**config.mk**
```make
export PLATFORM = sky130hd
export DESIGN_NAME = priority_queue_extract_max
export DESIGN_NICKNAME = d
export VERILOG_FILES = /design/src/hdl/pqx_pkg.sv /design/src/hdl/pqx_ram.sv /design/src/hdl/pqx_dp.sv /design/src/hdl/pqx_ctrl.sv /design/src/hdl/priority_queue_extract_max.sv
export SDC_FILE = /design/constraint.sdc
export NUM_CORES = 1
export LEC_CHECK = 0
export ABC_AREA = 1
export BUFFER_PORTS_ARGS = -buffer_cell sky130_fd_sc_hd__buf_2
export CORE_MARGIN = 2
export CORE_UTILIZATION = 40
export CTS_CLUSTER_DIAMETER = 30
export DETAILED_ROUTE_END_ITERATION = 10
export PLACE_DENSITY = 0.59
export SETUP_SLACK_MARGIN = 0.1
export SYNTH_ARGS = -nofsm -noshare
export SYNTH_HDL_FRONTEND = slang
export SYNTH_HIERARCHICAL = 1
export SYNTH_SLANG_ARGS = --single-unit
```
**constraint.sdc**
```tcl
create_clock -name clk_i -period 4.1 [get_ports clk_i]
set_input_delay 0.205 -clock clk_i [delete_from_list [all_inputs] [get_ports clk_i]]
set_output_delay 0.205 -clock clk_i [all_outputs]
set_load 0.01 [all_outputs]
```
**src/hdl/pqx_pkg.sv**
```systemverilog
// Shared types and constants for the priority queue extract-max block.
// No dependencies; imported by every module of the block except pqx_ram.
`default_nettype none
package pqx_pkg;

  localparam int VALUE_BITS = 16;
  localparam int PRIO_BITS  = 8;
  localparam int COUNT_BITS = 5;
  localparam int CAP_BITS   = 5;
  localparam int DEPTH_DEF  = 16;

  localparam logic [CAP_BITS-1:0] CAP_RESET = CAP_BITS'(16);

  typedef enum logic [1:0] {
    FUNC_ADD     = 2'd0,
    FUNC_EXTRACT = 2'd1,
    FUNC_CLEAR   = 2'd2,
    FUNC_NOP     = 2'd3
  } func_e;

  typedef enum logic [1:0] {
    ST_OK    = 2'd0,
    ST_FULL  = 2'd1,
    ST_EMPTY = 2'd2
  } status_e;

  typedef struct packed {
    logic [1:0]            func;
    logic [VALUE_BITS-1:0] value;
    logic [PRIO_BITS-1:0]  priority_req;
  } req_t;

  typedef struct packed {
    logic [1:0]            status;
    logic [VALUE_BITS-1:0] out_value;
    logic [COUNT_BITS-1:0] count;
    logic                  is_empty;
    logic                  is_full;
  } rsp_t;

  typedef struct packed {
    logic    add_wr;
    logic    clear;
    logic    scan_init;
    logic    scan_rd;
    logic    shift_set;
    logic    shift_rd;
    logic    fill_dec;
    logic    respond;
    logic    take_value;
    status_e status;
  } cmd_t;

  typedef struct packed {
    logic full;
    logic empty;
    logic scan_last;
    logic shift_done;
  } sts_t;

endpackage
`default_nettype wire

```
**src/hdl/pqx_ram.sv**
```systemverilog
// Generic single-write, single-read RAM with registered read data.
// No dependencies.
`default_nettype none
module pqx_ram #(
  parameter int WIDTH = 8,
  parameter int DEPTH = 16
) (
  input  wire                      clk_i,
  input  wire                      we_i,
  input  wire  [$clog2(DEPTH)-1:0] waddr_i,
  input  wire  [WIDTH-1:0]         wdata_i,
  input  wire                      re_i,
  input  wire  [$clog2(DEPTH)-1:0] raddr_i,
  output logic [WIDTH-1:0]         rdata_o
);

  logic [WIDTH-1:0] mem_q [DEPTH];
  logic [WIDTH-1:0] rdata_q;

  always_ff @(posedge clk_i) begin
    if (we_i) begin
      mem_q[waddr_i] <= wdata_i;
    end
    if (re_i) begin
      rdata_q <= mem_q[raddr_i];
    end
  end

  assign rdata_o = rdata_q;

endmodule
`default_nettype wire

```
**src/hdl/pqx_dp.sv**
```systemverilog
// Datapath: entry RAM, fill count, capacity register, scan and shift pointers.
// Depends on pqx_pkg and pqx_ram; driven by pqx_ctrl commands.
`default_nettype none
module pqx_dp #(
  parameter int DEPTH = 16
) (
  input  wire                            clk_i,
  input  wire                            rst_ni,
  input  pqx_pkg::req_t                  req_i,
  input  pqx_pkg::cmd_t                  cmd_i,
  output pqx_pkg::sts_t                  sts_o,
  input  wire                            cfg_we_i,
  input  wire  [pqx_pkg::CAP_BITS-1:0]   cfg_wdata_i,
  output pqx_pkg::rsp_t                  rsp_o
);
  import pqx_pkg::*;

  localparam int AW    = $clog2(DEPTH);
  localparam int CNT_W = $clog2(DEPTH + 1);
  localparam int EW    = VALUE_BITS + PRIO_BITS;

  logic [CAP_BITS-1:0]   cap_q;
  logic [CNT_W-1:0]      fill_q, fill_d;
  logic [CNT_W-1:0]      idx_q, idx_d;
  logic [AW-1:0]         cmp_idx_q;
  logic                  cmp_vld_q;
  logic [AW-1:0]         best_idx_q;
  logic [PRIO_BITS-1:0]  best_prio_q;
  logic [VALUE_BITS-1:0] best_val_q;
  logic [AW-1:0]         sh_addr_q;
  logic                  sh_vld_q;
  rsp_t                  rsp_q;

  logic [CNT_W-1:0]      eff_cap;
  logic                  full;
  logic                  ram_we;
  logic [AW-1:0]         ram_waddr;
  logic [EW-1:0]         ram_wdata;
  logic                  ram_re;
  logic [EW-1:0]         ram_rdata;
  logic [PRIO_BITS-1:0]  rd_prio;
  logic [VALUE_BITS-1:0] rd_val;

  always_comb begin
    if (cap_q == '0) begin
      eff_cap = CNT_W'(1);
    end else if (32'(cap_q) > 32'(DEPTH)) begin
      eff_cap = CNT_W'(DEPTH);
    end else begin
      eff_cap = CNT_W'(cap_q);
    end
  end

  assign full = (fill_q >= eff_cap);

  assign sts_o.full       = full;
  assign sts_o.empty      = (fill_q == '0);
  assign sts_o.scan_last  = (CNT_W'(idx_q + CNT_W'(1)) == fill_q);
  assign sts_o.shift_done = (idx_q >= fill_q);

  assign ram_re    = cmd_i.scan_rd | cmd_i.shift_rd;
  assign ram_we    = cmd_i.add_wr | sh_vld_q;
  assign ram_waddr = cmd_i.add_wr ? fill_q[AW-1:0] : sh_addr_q;
  assign ram_wdata = cmd_i.add_wr ? {req_i.priority_req, req_i.value} : ram_rdata;
  assign rd_prio   = ram_rdata[EW-1:VALUE_BITS];
  assign rd_val    = ram_rdata[VALUE_BITS-1:0];

  pqx_ram #(
    .WIDTH (EW),
    .DEPTH (DEPTH)
  ) u_entry_ram (
    .clk_i   (clk_i),
    .we_i    (ram_we),
    .waddr_i (ram_waddr),
    .wdata_i (ram_wdata),
    .re_i    (ram_re),
    .raddr_i (idx_q[AW-1:0]),
    .rdata_o (ram_rdata)
  );

  always_comb begin
    fill_d = fill_q;
    if (cmd_i.clear) begin
      fill_d = '0;
    end else if (cmd_i.add_wr) begin
      fill_d = CNT_W'(fill_q + CNT_W'(1));
    end else if (cmd_i.fill_dec) begin
      fill_d = CNT_W'(fill_q - CNT_W'(1));
    end
  end

  always_comb begin
    idx_d = idx_q;
    if (cmd_i.scan_init) begin
      idx_d = '0;
    end else if (cmd_i.shift_set) begin
      idx_d = CNT_W'(CNT_W'(best_idx_q) + CNT_W'(1));
    end else if (ram_re) begin
      idx_d = CNT_W'(idx_q + CNT_W'(1));
    end
  end

  always_ff @(posedge clk_i or negedge rst_ni) begin
    if (!rst_ni) begin
      cap_q     <= CAP_RESET;
      fill_q    <= '0;
      idx_q     <= '0;
      cmp_vld_q <= 1'b0;
      sh_vld_q  <= 1'b0;
    end else begin
      if (cfg_we_i) begin
        cap_q <= cfg_wdata_i;
      end
      fill_q    <= fill_d;
      idx_q     <= idx_d;
      cmp_vld_q <= cmd_i.scan_rd;
      sh_vld_q  <= cmd_i.shift_rd;
    end
  end

  always_ff @(posedge clk_i) begin
    cmp_idx_q <= idx_q[AW-1:0];
    sh_addr_q <= AW'(idx_q[AW-1:0] - AW'(1));
    if (cmp_vld_q && (cmp_idx_q == '0 || rd_prio > best_prio_q)) begin
      best_idx_q  <= cmp_idx_q;
      best_prio_q <= rd_prio;
      best_val_q  <= rd_val;
    end
    if (cmd_i.respond) begin
      rsp_q.status    <= cmd_i.status;
      rsp_q.out_value <= cmd_i.take_value ? best_val_q : '0;
      rsp_q.count     <= COUNT_BITS'(fill_q);
      rsp_q.is_empty  <= (fill_q == '0);
      rsp_q.is_full   <= full;
    end
  end

  assign rsp_o = rsp_q;

endmodule
`default_nettype wire

```
**src/hdl/pqx_ctrl.sv**
```systemverilog
// Controller: one-hot sequencer for add, extract (scan then shift) and clear.
// Depends on pqx_pkg; commands pqx_dp.
`default_nettype none
module pqx_ctrl (
  input  wire            clk_i,
  input  wire            rst_ni,
  input  wire            start,
  output logic           busy,
  input  wire  [1:0]     func_i,
  input  pqx_pkg::sts_t  sts_i,
  output pqx_pkg::cmd_t  cmd_o,
  output logic           done_o
);
  import pqx_pkg::*;

  typedef enum logic [5:0] {
    S_IDLE      = 6'b000001,
    S_SCAN      = 6'b000010,
    S_SCAN_WAIT = 6'b000100,
    S_SHIFT_SET = 6'b001000,
    S_SHIFT     = 6'b010000,
    S_RESP      = 6'b100000
  } state_e;

  state_e  state_q, state_d;
  status_e st_q, st_d;
  logic    take_q, take_d;
  logic    done_q;

  assign busy   = (state_q != S_IDLE);
  assign done_o = done_q;

  always_comb begin
    state_d = state_q;
    st_d    = st_q;
    take_d  = take_q;
    cmd_o   = '0;
    cmd_o.status     = st_q;
    cmd_o.take_value = take_q;
    case (state_q)
      S_IDLE: begin
        if (start) begin
          st_d    = ST_OK;
          take_d  = 1'b0;
          state_d = S_RESP;
          case (func_e'(func_i))
            FUNC_ADD: begin
              if (sts_i.full) begin
                st_d = ST_FULL;
              end else begin
                cmd_o.add_wr = 1'b1;
              end
            end
            FUNC_EXTRACT: begin
              if (sts_i.empty) begin
                st_d = ST_EMPTY;
              end else begin
                cmd_o.scan_init = 1'b1;
                take_d          = 1'b1;
                state_d         = S_SCAN;
              end
            end
            FUNC_CLEAR: begin
              cmd_o.clear = 1'b1;
            end
            default: begin
            end
          endcase
        end
      end
      S_SCAN: begin
        cmd_o.scan_rd = 1'b1;
        if (sts_i.scan_last) begin
          state_d = S_SCAN_WAIT;
        end
      end
      S_SCAN_WAIT: begin
        state_d = S_SHIFT_SET;
      end
      S_SHIFT_SET: begin
        cmd_o.shift_set = 1'b1;
        state_d         = S_SHIFT;
      end
      S_SHIFT: begin
        if (sts_i.shift_done) begin
          cmd_o.fill_dec = 1'b1;
          state_d        = S_RESP;
        end else begin
          cmd_o.shift_rd = 1'b1;
        end
      end
      S_RESP: begin
        cmd_o.respond = 1'b1;
        state_d       = S_IDLE;
      end
      default: begin
        state_d = S_IDLE;
      end
    endcase
  end

  always_ff @(posedge clk_i or negedge rst_ni) begin
    if (!rst_ni) begin
      state_q <= S_IDLE;
      st_q    <= ST_OK;
      take_q  <= 1'b0;
      done_q  <= 1'b0;
    end else begin
      state_q <= state_d;
      st_q    <= st_d;
      take_q  <= take_d;
      done_q  <= (state_q == S_RESP);
    end
  end

endmodule
`default_nettype wire

```
**src/hdl/priority_queue_extract_max.sv**
```systemverilog
// Channel  | Direction | Handshake
// request  | in        | start high while busy low; no new beat while busy
// result   | out       | done_o strobe, one cycle, no back-pressure
// capacity | in        | cfg_we_i high writes cfg_wdata_i at the edge
//
// Add, clear and no-op go from the accepting edge to S_RESP; done_o is registered from S_RESP.
// Extract steps through S_SCAN, S_SCAN_WAIT, S_SHIFT_SET, S_SHIFT and S_RESP in turn,
// with one RAM read per cycle for the scan and one per shifted entry.
// Reset is asynchronous, active low; the queue comes up empty, capacity 16.
// busy stays high from the accepting edge until the result strobe.
// Top level: priority queue with linear extract-max; depends on pqx_pkg, pqx_ctrl, pqx_dp.
`default_nettype none
module priority_queue_extract_max #(
  parameter int DEPTH = pqx_pkg::DEPTH_DEF
) (
  input  wire                          clk_i,
  input  wire                          rst_ni,
  input  wire                          start,
  output logic                         busy,
  input  pqx_pkg::req_t                req_i,
  output logic                         done_o,
  output pqx_pkg::rsp_t                rsp_o,
  input  wire                          cfg_we_i,
  input  wire  [pqx_pkg::CAP_BITS-1:0] cfg_wdata_i
);
  import pqx_pkg::*;

  cmd_t cmd;
  sts_t sts;

  pqx_ctrl u_ctrl (
    .clk_i  (clk_i),
    .rst_ni (rst_ni),
    .start  (start),
    .busy   (busy),
    .func_i (req_i.func),
    .sts_i  (sts),
    .cmd_o  (cmd),
    .done_o (done_o)
  );

  pqx_dp #(
    .DEPTH (DEPTH)
  ) u_dp (
    .clk_i       (clk_i),
    .rst_ni      (rst_ni),
    .req_i       (req_i),
    .cmd_i       (cmd),
    .sts_o       (sts),
    .cfg_we_i    (cfg_we_i),
    .cfg_wdata_i (cfg_wdata_i),
    .rsp_o       (rsp_o)
  );

endmodule
`default_nettype wire

```
==> flow_metrics.py, run 1 <==
metrics = {
    "synthesis": {
        "synth_edf_count": 461,
        "syn_inst": 2052,
        "yosysMostFrequentCell": "nand2_1",
        "synth_largest_area_cell": "edfxtp_1",
        "ys_ff_latch": 496,
        "avgSynthCellArea_um2": 10.47,
        "yosysUniqueCellTypes": 38,
        "ys_async_sr_fraction_pct": 5.444,
        "synth_area_leaders": "edfxtp_1, nand2_1, nand3_1, inv_1, dfrtp_1",
        "synth_commonest_cells": "nand2_1, edfxtp_1, inv_1",
        "syn_area_um2": 21490,
        "synth.net_count": 2112,
        "synth_top_flop_cell": "edfxtp_1",
        "yosys_warnings": 6,
        "synth_top_area_share_pct": 64.41,
        "yosysSeqAreaShare_pct": 68.31,
    },
    "power_and_ir_drop": {
        "pwr_density_cell_nw_per_um2": 699.5,
        "seqPwrFrac_pct": 33.5,
        "swShare_pct": 30.29,
        "p_int_mw": 12.99,
        "combPwrFrac_pct": 20.1,
        "leakagePower_nw": 11.51,
        "power_frac_clock_pct": 46.4,
        "peakVddDrop_uv": 431.4,
        "net-switching-power_mw": 5.643,
    },
    "sta": {
        "worst_pin_slew_ps": 1178,
        "rsz0062_at_grt": "false",
        "setup_viol": 0,
        "finalClockSkew_ps": 19.31,
        "post-route-period-util_pct": 90.10,
        "final-hold-violation-count": 0,
        "slew_headroom_pct": 21.40,
        "fin_setup_tns_ps": 0,
        "fmax_mhz": 270.7,
        "maxSlewViolCount": 0,
        "finalCriticalPeriod_ps": 3694,
    },
    "status": {
        "status": "finished clean",
    },
    "placement": {
        "portBuffers": 61,
        "placed_area_um2": 22740,
        "dp_hpwl_um": 31660,
        "globalplace.congestion": 0.8427,
    },
    "final_layout": {
        "syn_to_final_growth_pct": 23.93,
        "diodes": 0,
        "fill_cells": 4578,
        "fin_nets": 2252,
        "post_route_cells_drive_above_1_share_pct": 13.93,
        "design_area_um2": 26640,
    },
    "drt": {
        "routed_wl_um": 53720,
        "wl_per_cell_um": 18.08,
        "firstDrtPassIters": 5,
        "ant_nets": 0,
        "first_iter_violations": 1293,
        "via_per_inst": 4.922,
        "drcViolationCount": 0,
        "vias": 14620,
    },
    "grt": {
        "grt_max_degree": 163,
        "grtUsageTotal_pct": 19.49,
        "grt_pass1_vias": 14630,
        "antenna_found_initial": 1,
        "grt_pass1_wl_um": 83160,
        "gr-total-overflow": 0,
    },
    "hold_path": {
        "min_path_type": "primary input to flip-flop",
    },
    "cts": {
        "cts_buffers": 104,
        "clk_latency_ps": 620,
        "cts_root_buf": "clkbuf_16",
        "clock_path_buffers": 3,
        "h-tree-depth": 3,
        "cts_tree": "built",
        "cts.clk_slew.worst_paths_ps": 50,
        "clkSinkCount": 496,
    },
    "critical_path": {
        "cp-start-kind": "flip-flop",
        "cp.arrival_ps": 3960,
        "cp.required_ps": 4370,
        "critPathCaptureType": "flip-flop",
        "cp_max_fo": 24,
        "criticalPathCategory": "flip-flop to flip-flop",
    },
    "floorplanning": {
        "io_pins": 62,
        "die_h_um": 235.8,
        "fp.dieW_um": 235.8,
        "initial_utilization_pct": 40.66,
        "core_um2": 52870,
        "die_area_um2": 55600,
        "rows": 84,
    },
    "run": {
        "maxCapViolCount": 0,
    },
}
[what timing repair did]
action / CTS / global route
gates resized for setup: 0 / 2
hold endpoints to repair: 34 / 0
endpoints found under the setup margin: 0 / 74
buffers inserted: 0 / 1
hold buffers: 20 / 0
[flip-flops by register name, summed over array words and instances, names as in the netlist]
register / flops
u_dp/u_entry_ram/rdata_o: 24
u_dp/sh_addr_q: 4
u_dp/best_val_q: 16
u_ctrl/st_q: 2
u_ctrl/take_q: 1
u_dp/cap_q: 5
u_dp/idx_q: 5
u_dp/fill_q: 5
u_dp/cmp_vld_q: 1
u_dp/cmp_idx_q: 4
u_dp/u_entry_ram/mem_q: 384
u_ctrl/done_o: 1
u_dp/rsp_o: 25
u_dp/best_prio_q: 8
u_dp/sh_vld_q: 1
u_ctrl/state_q: 6
u_dp/best_idx_q: 4
[final timing paths]
kind | start | slack [ps] | cells after the start | endpoint
max | u_dp/cap_q[4]$_DFFE_PN1P_ | 410 | 12 | u_dp/u_entry_ram/mem_q[9][12]$_DFFE_PP_
min | start | 40 | 4 | u_ctrl/take_q$_DFFE_PN0P_
max reg2reg | u_dp/cap_q[4]$_DFFE_PN1P_ | 410 | 12 | u_dp/u_entry_ram/mem_q[9][12]$_DFFE_PP_
min reg2reg | u_dp/cmp_idx_q[0]$_DFF_P_ | 430 | 0 | u_dp/best_idx_q[0]$_DFFE_PP_
max in group asynchronous | rst_ni | 3470 | 2 | u_dp/idx_q[0]$_DFFE_PN0P_
min in group asynchronous | rst_ni | 150 | 2 | u_ctrl/state_q[2]$_DFFE_PN0P_
[per-stage QoR]
stage / utilization (%) / hold slack [ps] / std cells / power (mW) / worst slack, ps
2_1_floorplan: - / -90.59 / 2052 / 8.670 / 23.01
4_1_cts: 50.35 / 14.92 / 2970 / 18.68 / 265.1
3_3_place_gp: 43.02 / 261.7 / 2753 / 9.921 / 296.1
5_1_grt: 50.39 / 34.89 / 2971 / 19.41 / 107.7
6_report: 50.39 / 41.30 / 2971 / 18.63 / 405.9
3_5_place_dp: 43.02 / 273.4 / 2753 / 9.966 / 314.6
[worst max-delay path, cell delays in order, from the launching register on]
cell      delay (ps)
dfstp_2          530
inv_1             80
ha_1             340
a21oi_1          160
o21a_1           130
o311ai_0         110
buf_4            170
nor3b_4          220
inv_1            240
o21ai_0          400
nand3b_1         400
nor2_4           170
buf_4            380
[cells by family (layout without fill, tap and decap cells)]
logic type | Yosys count | count (layout) | share of synthesized area, %
and+or+nand+nor | 1019 | 1019 | 20.01
muxes | 1 | 1 | 0.05239
DFF | 496 | 496 | 68.31
AOI/OAI and AO/OA | 49 | 49 | 1.269
xor gates and xnor gates | 10 | 10 | 0.4075
adders and majority gates | 25 | 25 | 1.490
buffers and inverters | 452 | 683 | 8.459
[power by group through the flow]
stage               combinational [mW]  clock (mW)  sequential (mW)
floorplan                         2.47           0             6.20
CTS                               3.70        8.74             6.24
global placement                  3.60           0             6.32
finish                            3.75        8.65             6.23
global route                      4.13        9.02             6.26
detailed placement                3.64           0             6.32
[routing by layer]
| metal | wire length, um | vias to the layer above | track usage (%) |
|---|---|---|---|
| li1 | - | 6985 | - |
| met5 | 0 | - | 0 |
| met4 | 1027 | 0 | 6.640 |
| met3 | 4098 | 76 | 4.705 |
| met2 | 25160 | 480 | 31.19 |
| met1 | 23440 | 7081 | 26.07 |
[final cells by class]
class                      instances  area [um^2]  share of cell area (%)
multi-input combinational       1104         5136                   19.28
timing repair buffer             123        908.4                   3.410
clock inverter                    72        868.3                   3.260
sequential                       496        14690                   55.15
inverter                         363         1365                   5.125
clock buffer                     125         2808                   10.54
tap                              688        860.8                   3.232
[cells in the final DEF, fill, tap and decap left out, drive strengths merged, types with 2 or more instances in the layout]
| cell type | synthesis | routed |
|---|---|---|
| clkinvlp | 0 | 8 |
| o21a | 2 | 2 |
| nand3 | 305 | 305 |
| dfxtp | 8 | 8 |
| edfxtp | 461 | 461 |
| dlygate4sd3 | 0 | 20 |
| nor3 | 3 | 3 |
| inv | 363 | 373 |
| dfstp | 2 | 2 |
| clkinv | 0 | 37 |
| bufinv | 0 | 17 |
| o22ai | 4 | 4 |
| o21ai | 24 | 24 |
| buf | 73 | 103 |
| xnor2 | 2 | 2 |
| xor2 | 8 | 8 |
| ha | 24 | 24 |
| clkbuf | 16 | 125 |
| a21oi | 14 | 14 |
| nand2 | 653 | 653 |
| dfrtp | 25 | 25 |
| nand4 | 6 | 6 |
| nor2 | 48 | 48 |
| o311ai | 2 | 2 |
| nand3b | 2 | 2 |
(Power assumes the default switching activity.)
==> run 2: changes to the inputs <==
--- a/config.mk
+++ b/config.mk
@@ -11,7 +11,7 @@
 export CORE_UTILIZATION = 40
 export CTS_CLUSTER_DIAMETER = 30
 export DETAILED_ROUTE_END_ITERATION = 10
-export PLACE_DENSITY = 0.59
+export PLACE_DENSITY = 0.57
 export SETUP_SLACK_MARGIN = 0.1
 export SYNTH_ARGS = -nofsm -noshare
 export SYNTH_HDL_FRONTEND = slang
==> constraint.sdc (replaced) <==
create_clock -name clk_i -period 4.75 [get_ports clk_i]
set_input_delay 0.2375 -clock clk_i [delete_from_list [all_inputs] [get_ports clk_i]]
set_output_delay 0.2375 -clock clk_i [all_outputs]
set_load 0.01 [all_outputs]
==> flow_metrics.py, run 2 (synthesized netlist as in run 1, its figures left out) <==
metrics = {
    "status": {
        "status": "finished clean",
    },
    "power_and_ir_drop": {
        "pwr_density_cell_nw_per_um2": 604.3,
        "power_mw": 15.98,
        "swShare_pct": 29.67,
        "peakVddDrop_uv": 308.9,
        "net-switching-power_mw": 4.742,
        "seqPwrFrac_pct": 33.7,
        "p_int_mw": 11.24,
        "leakagePower_nw": 11.36,
        "power_frac_clock_pct": 47.0,
        "combPwrFrac_pct": 19.3,
    },
    "drt": {
        "top_layer": "met4",
        "wl_met1_um": 23680,
        "routed_wl_um": 54440,
        "vias": 14530,
        "first_iter_violations": 1078,
        "wl_per_cell_um": 18.45,
        "met3_wirelength_um": 3238,
        "firstDrtPassIters": 5,
        "via_per_inst": 4.922,
        "drcViolationCount": 0,
        "met2_length_um": 25850,
        "ant_nets": 0,
    },
    "grt": {
        "grt_max_degree": 193,
        "antenna_found_initial": 3,
        "grt_pass1_wl_um": 83720,
        "grtUsageTotal_pct": 19.74,
        "gr-total-overflow": 0,
        "grt_pass1_vias": 14480,
    },
    "cts": {
        "h-tree-depth": 3,
        "post_cts_resized": 0,
        "cts.clk_slew.worst_paths_ps": 50,
        "clkSinkCount": 496,
        "clk_latency_ps": 630,
        "cts_root_buf": "clkbuf_16",
        "cts_tree": "built",
        "cts_buffers": 105,
        "clock_path_buffers": 3,
    },
    "sta": {
        "slew_headroom_pct": 24.75,
        "worst_pin_slew_ps": 1129,
        "setup_viol": 0,
        "post-route-period-util_pct": 87.93,
        "fmax_mhz": 239.4,
        "rsz0062_at_grt": "false",
        "final-hold-violation-count": 0,
        "fin_setup_tns_ps": 0,
        "finalCriticalPeriod_ps": 4176,
        "maxSlewViolCount": 0,
        "finalClockSkew_ps": 24.32,
    },
    "final_layout": {
        "fin_nets": 2231,
        "final_cell_mix": "nand2_1, edfxtp_1, inv_1",
        "final_common_cell": "nand2_1",
        "largest_reg_flops": 384,
        "fill_cells": 4645,
        "regMostFlops": "u_dp/u_entry_ram/mem_q",
        "syn_to_final_growth_pct": 23.07,
        "post_route_cells_drive_above_1_share_pct": 13.00,
    },
    "critical_path": {
        "criticalPathCategory": "flip-flop to flip-flop",
        "cp_max_fo": 24,
        "max_stage_delay_ps": 940,
        "cp_slowest_cell": "nor2_4",
        "rrSetupSlack_ps": 570,
        "critPathCaptureType": "flip-flop",
        "crit_chain": "inv_1 > ha_1 > a21oi_1 > o21a_1 > o311ai_0 > buf_4 > nor3b_4 > inv_1 > o21ai_0 > nand3_1 > nor2_4",
        "cp_common_cell": "inv_1",
        "cp-start-kind": "flip-flop",
        "cp.required_ps": 4980,
        "cp.arrival_ps": 4410,
    },
    "floorplanning": {
        "die_area_um2": 55600,
        "rows": 84,
        "fp.dieW_um": 235.8,
        "io_pins": 62,
        "core_um2": 52870,
        "initial_utilization_pct": 40.66,
        "die_h_um": 235.8,
    },
    "run": {
        "maxCapViolCount": 0,
    },
    "placement": {
        "dp_hpwl_um": 30810,
        "globalplace.congestion": 0.8413,
        "portBuffers": 61,
    },
    "hold_path": {
        "min_path_type": "primary input to flip-flop",
    },
}
run 2: cell types whose count changed in the layout (fill, tap and decap cells not counted), moves of 2 or more:
cell and delta:
buf_4 -16, clkinv_2 -9, clkinv_1 +7, clkinvlp_4 +5
buf_12 -4, clkbuf_1 -2, dlygate4sd3_1 -2, inv_6 -2
o21ai_0 +2, o21ai_1 -2
run 2: per-layer routing:
layer / up-vias / global-route usage, %
li1: 6960 / -
met1: 6988 / 25.76
met2: 479 / 32.28
met3: 99 / 3.780
met4: 0 / 8.454
met5: - / 0
run 2: timing repair:
item                                   4_1_cts  5_1_grt
hold buffers                                18        0
buffers inserted                             0        0
endpoints found under the hold margin       32        0
run 2: power groups by stage:
stage | clock [mW] | combinational, mW | sequential (mW)
5_1_grt | 7.85 | 3.43 | 5.41
3_3_place_gp | 0 | 3.02 | 5.46
4_1_cts | 7.61 | 3.08 | 5.39
6_report | 7.51 | 3.09 | 5.39
3_5_place_dp | 0 | 3.05 | 5.47
2_1_floorplan | 0 | 2.13 | 5.35
run 2: final cells by class:
cell class	instances	area [um^2]	area share, %
sequential	496	14690	55.54
clock buffer	123	2800	10.59
multi-input combinational	1104	5136	19.42
clock inverter	75	908.4	3.434
antenna	1	2.502	0.009460
timing repair buffer	101	688.2	2.602
inverter	363	1365	5.161
tap	688	860.8	3.254
run 2: final timing paths:
path,to,startpoint,cells after the start
worst max-delay path,u_dp/u_entry_ram/mem_q[14][16]$_DFFE_PP_,u_dp/cap_q[4]$_DFFE_PN1P_,11
worst min-delay path,u_ctrl/st_q[1]$_DFFE_PN0P_,start,3
worst max register to register,u_dp/u_entry_ram/mem_q[14][16]$_DFFE_PP_,u_dp/cap_q[4]$_DFFE_PN1P_,11
worst min register to register,u_dp/best_idx_q[3]$_DFFE_PP_,u_dp/cmp_idx_q[3]$_DFF_P_,0
max in group asynchronous,u_dp/idx_q[1]$_DFFE_PN0P_,rst_ni,2
min in group asynchronous,u_ctrl/state_q[5]$_DFFE_PN0P_,rst_ni,2
run 2: stage by stage:
step / hold slack, ps / instances / util [%] / worst slack (ps) / area [um^2]
floorplan: -58.09 / 2052 / - / 673.0 / 21490
global placement: 291.2 / 2734 / 42.67 / 742.1 / 22560
finish: 29.04 / 2951 / 50.04 / 573.5 / 26450
global route: 37.10 / 2950 / 50.03 / 334.1 / 26450
detailed placement: 291.0 / 2734 / 42.67 / 679.0 / 22560
CTS: 1.197 / 2950 / 50.03 / 647.0 / 26450
run 2: worst max-delay path, delay by kind of cell, from the launching register on:
family          cells  cell delay (ps)
simple gates        3             1570
buf+inv             3              450
compound gates      4              880
fa+ha+maj           1              330
flops               1              520
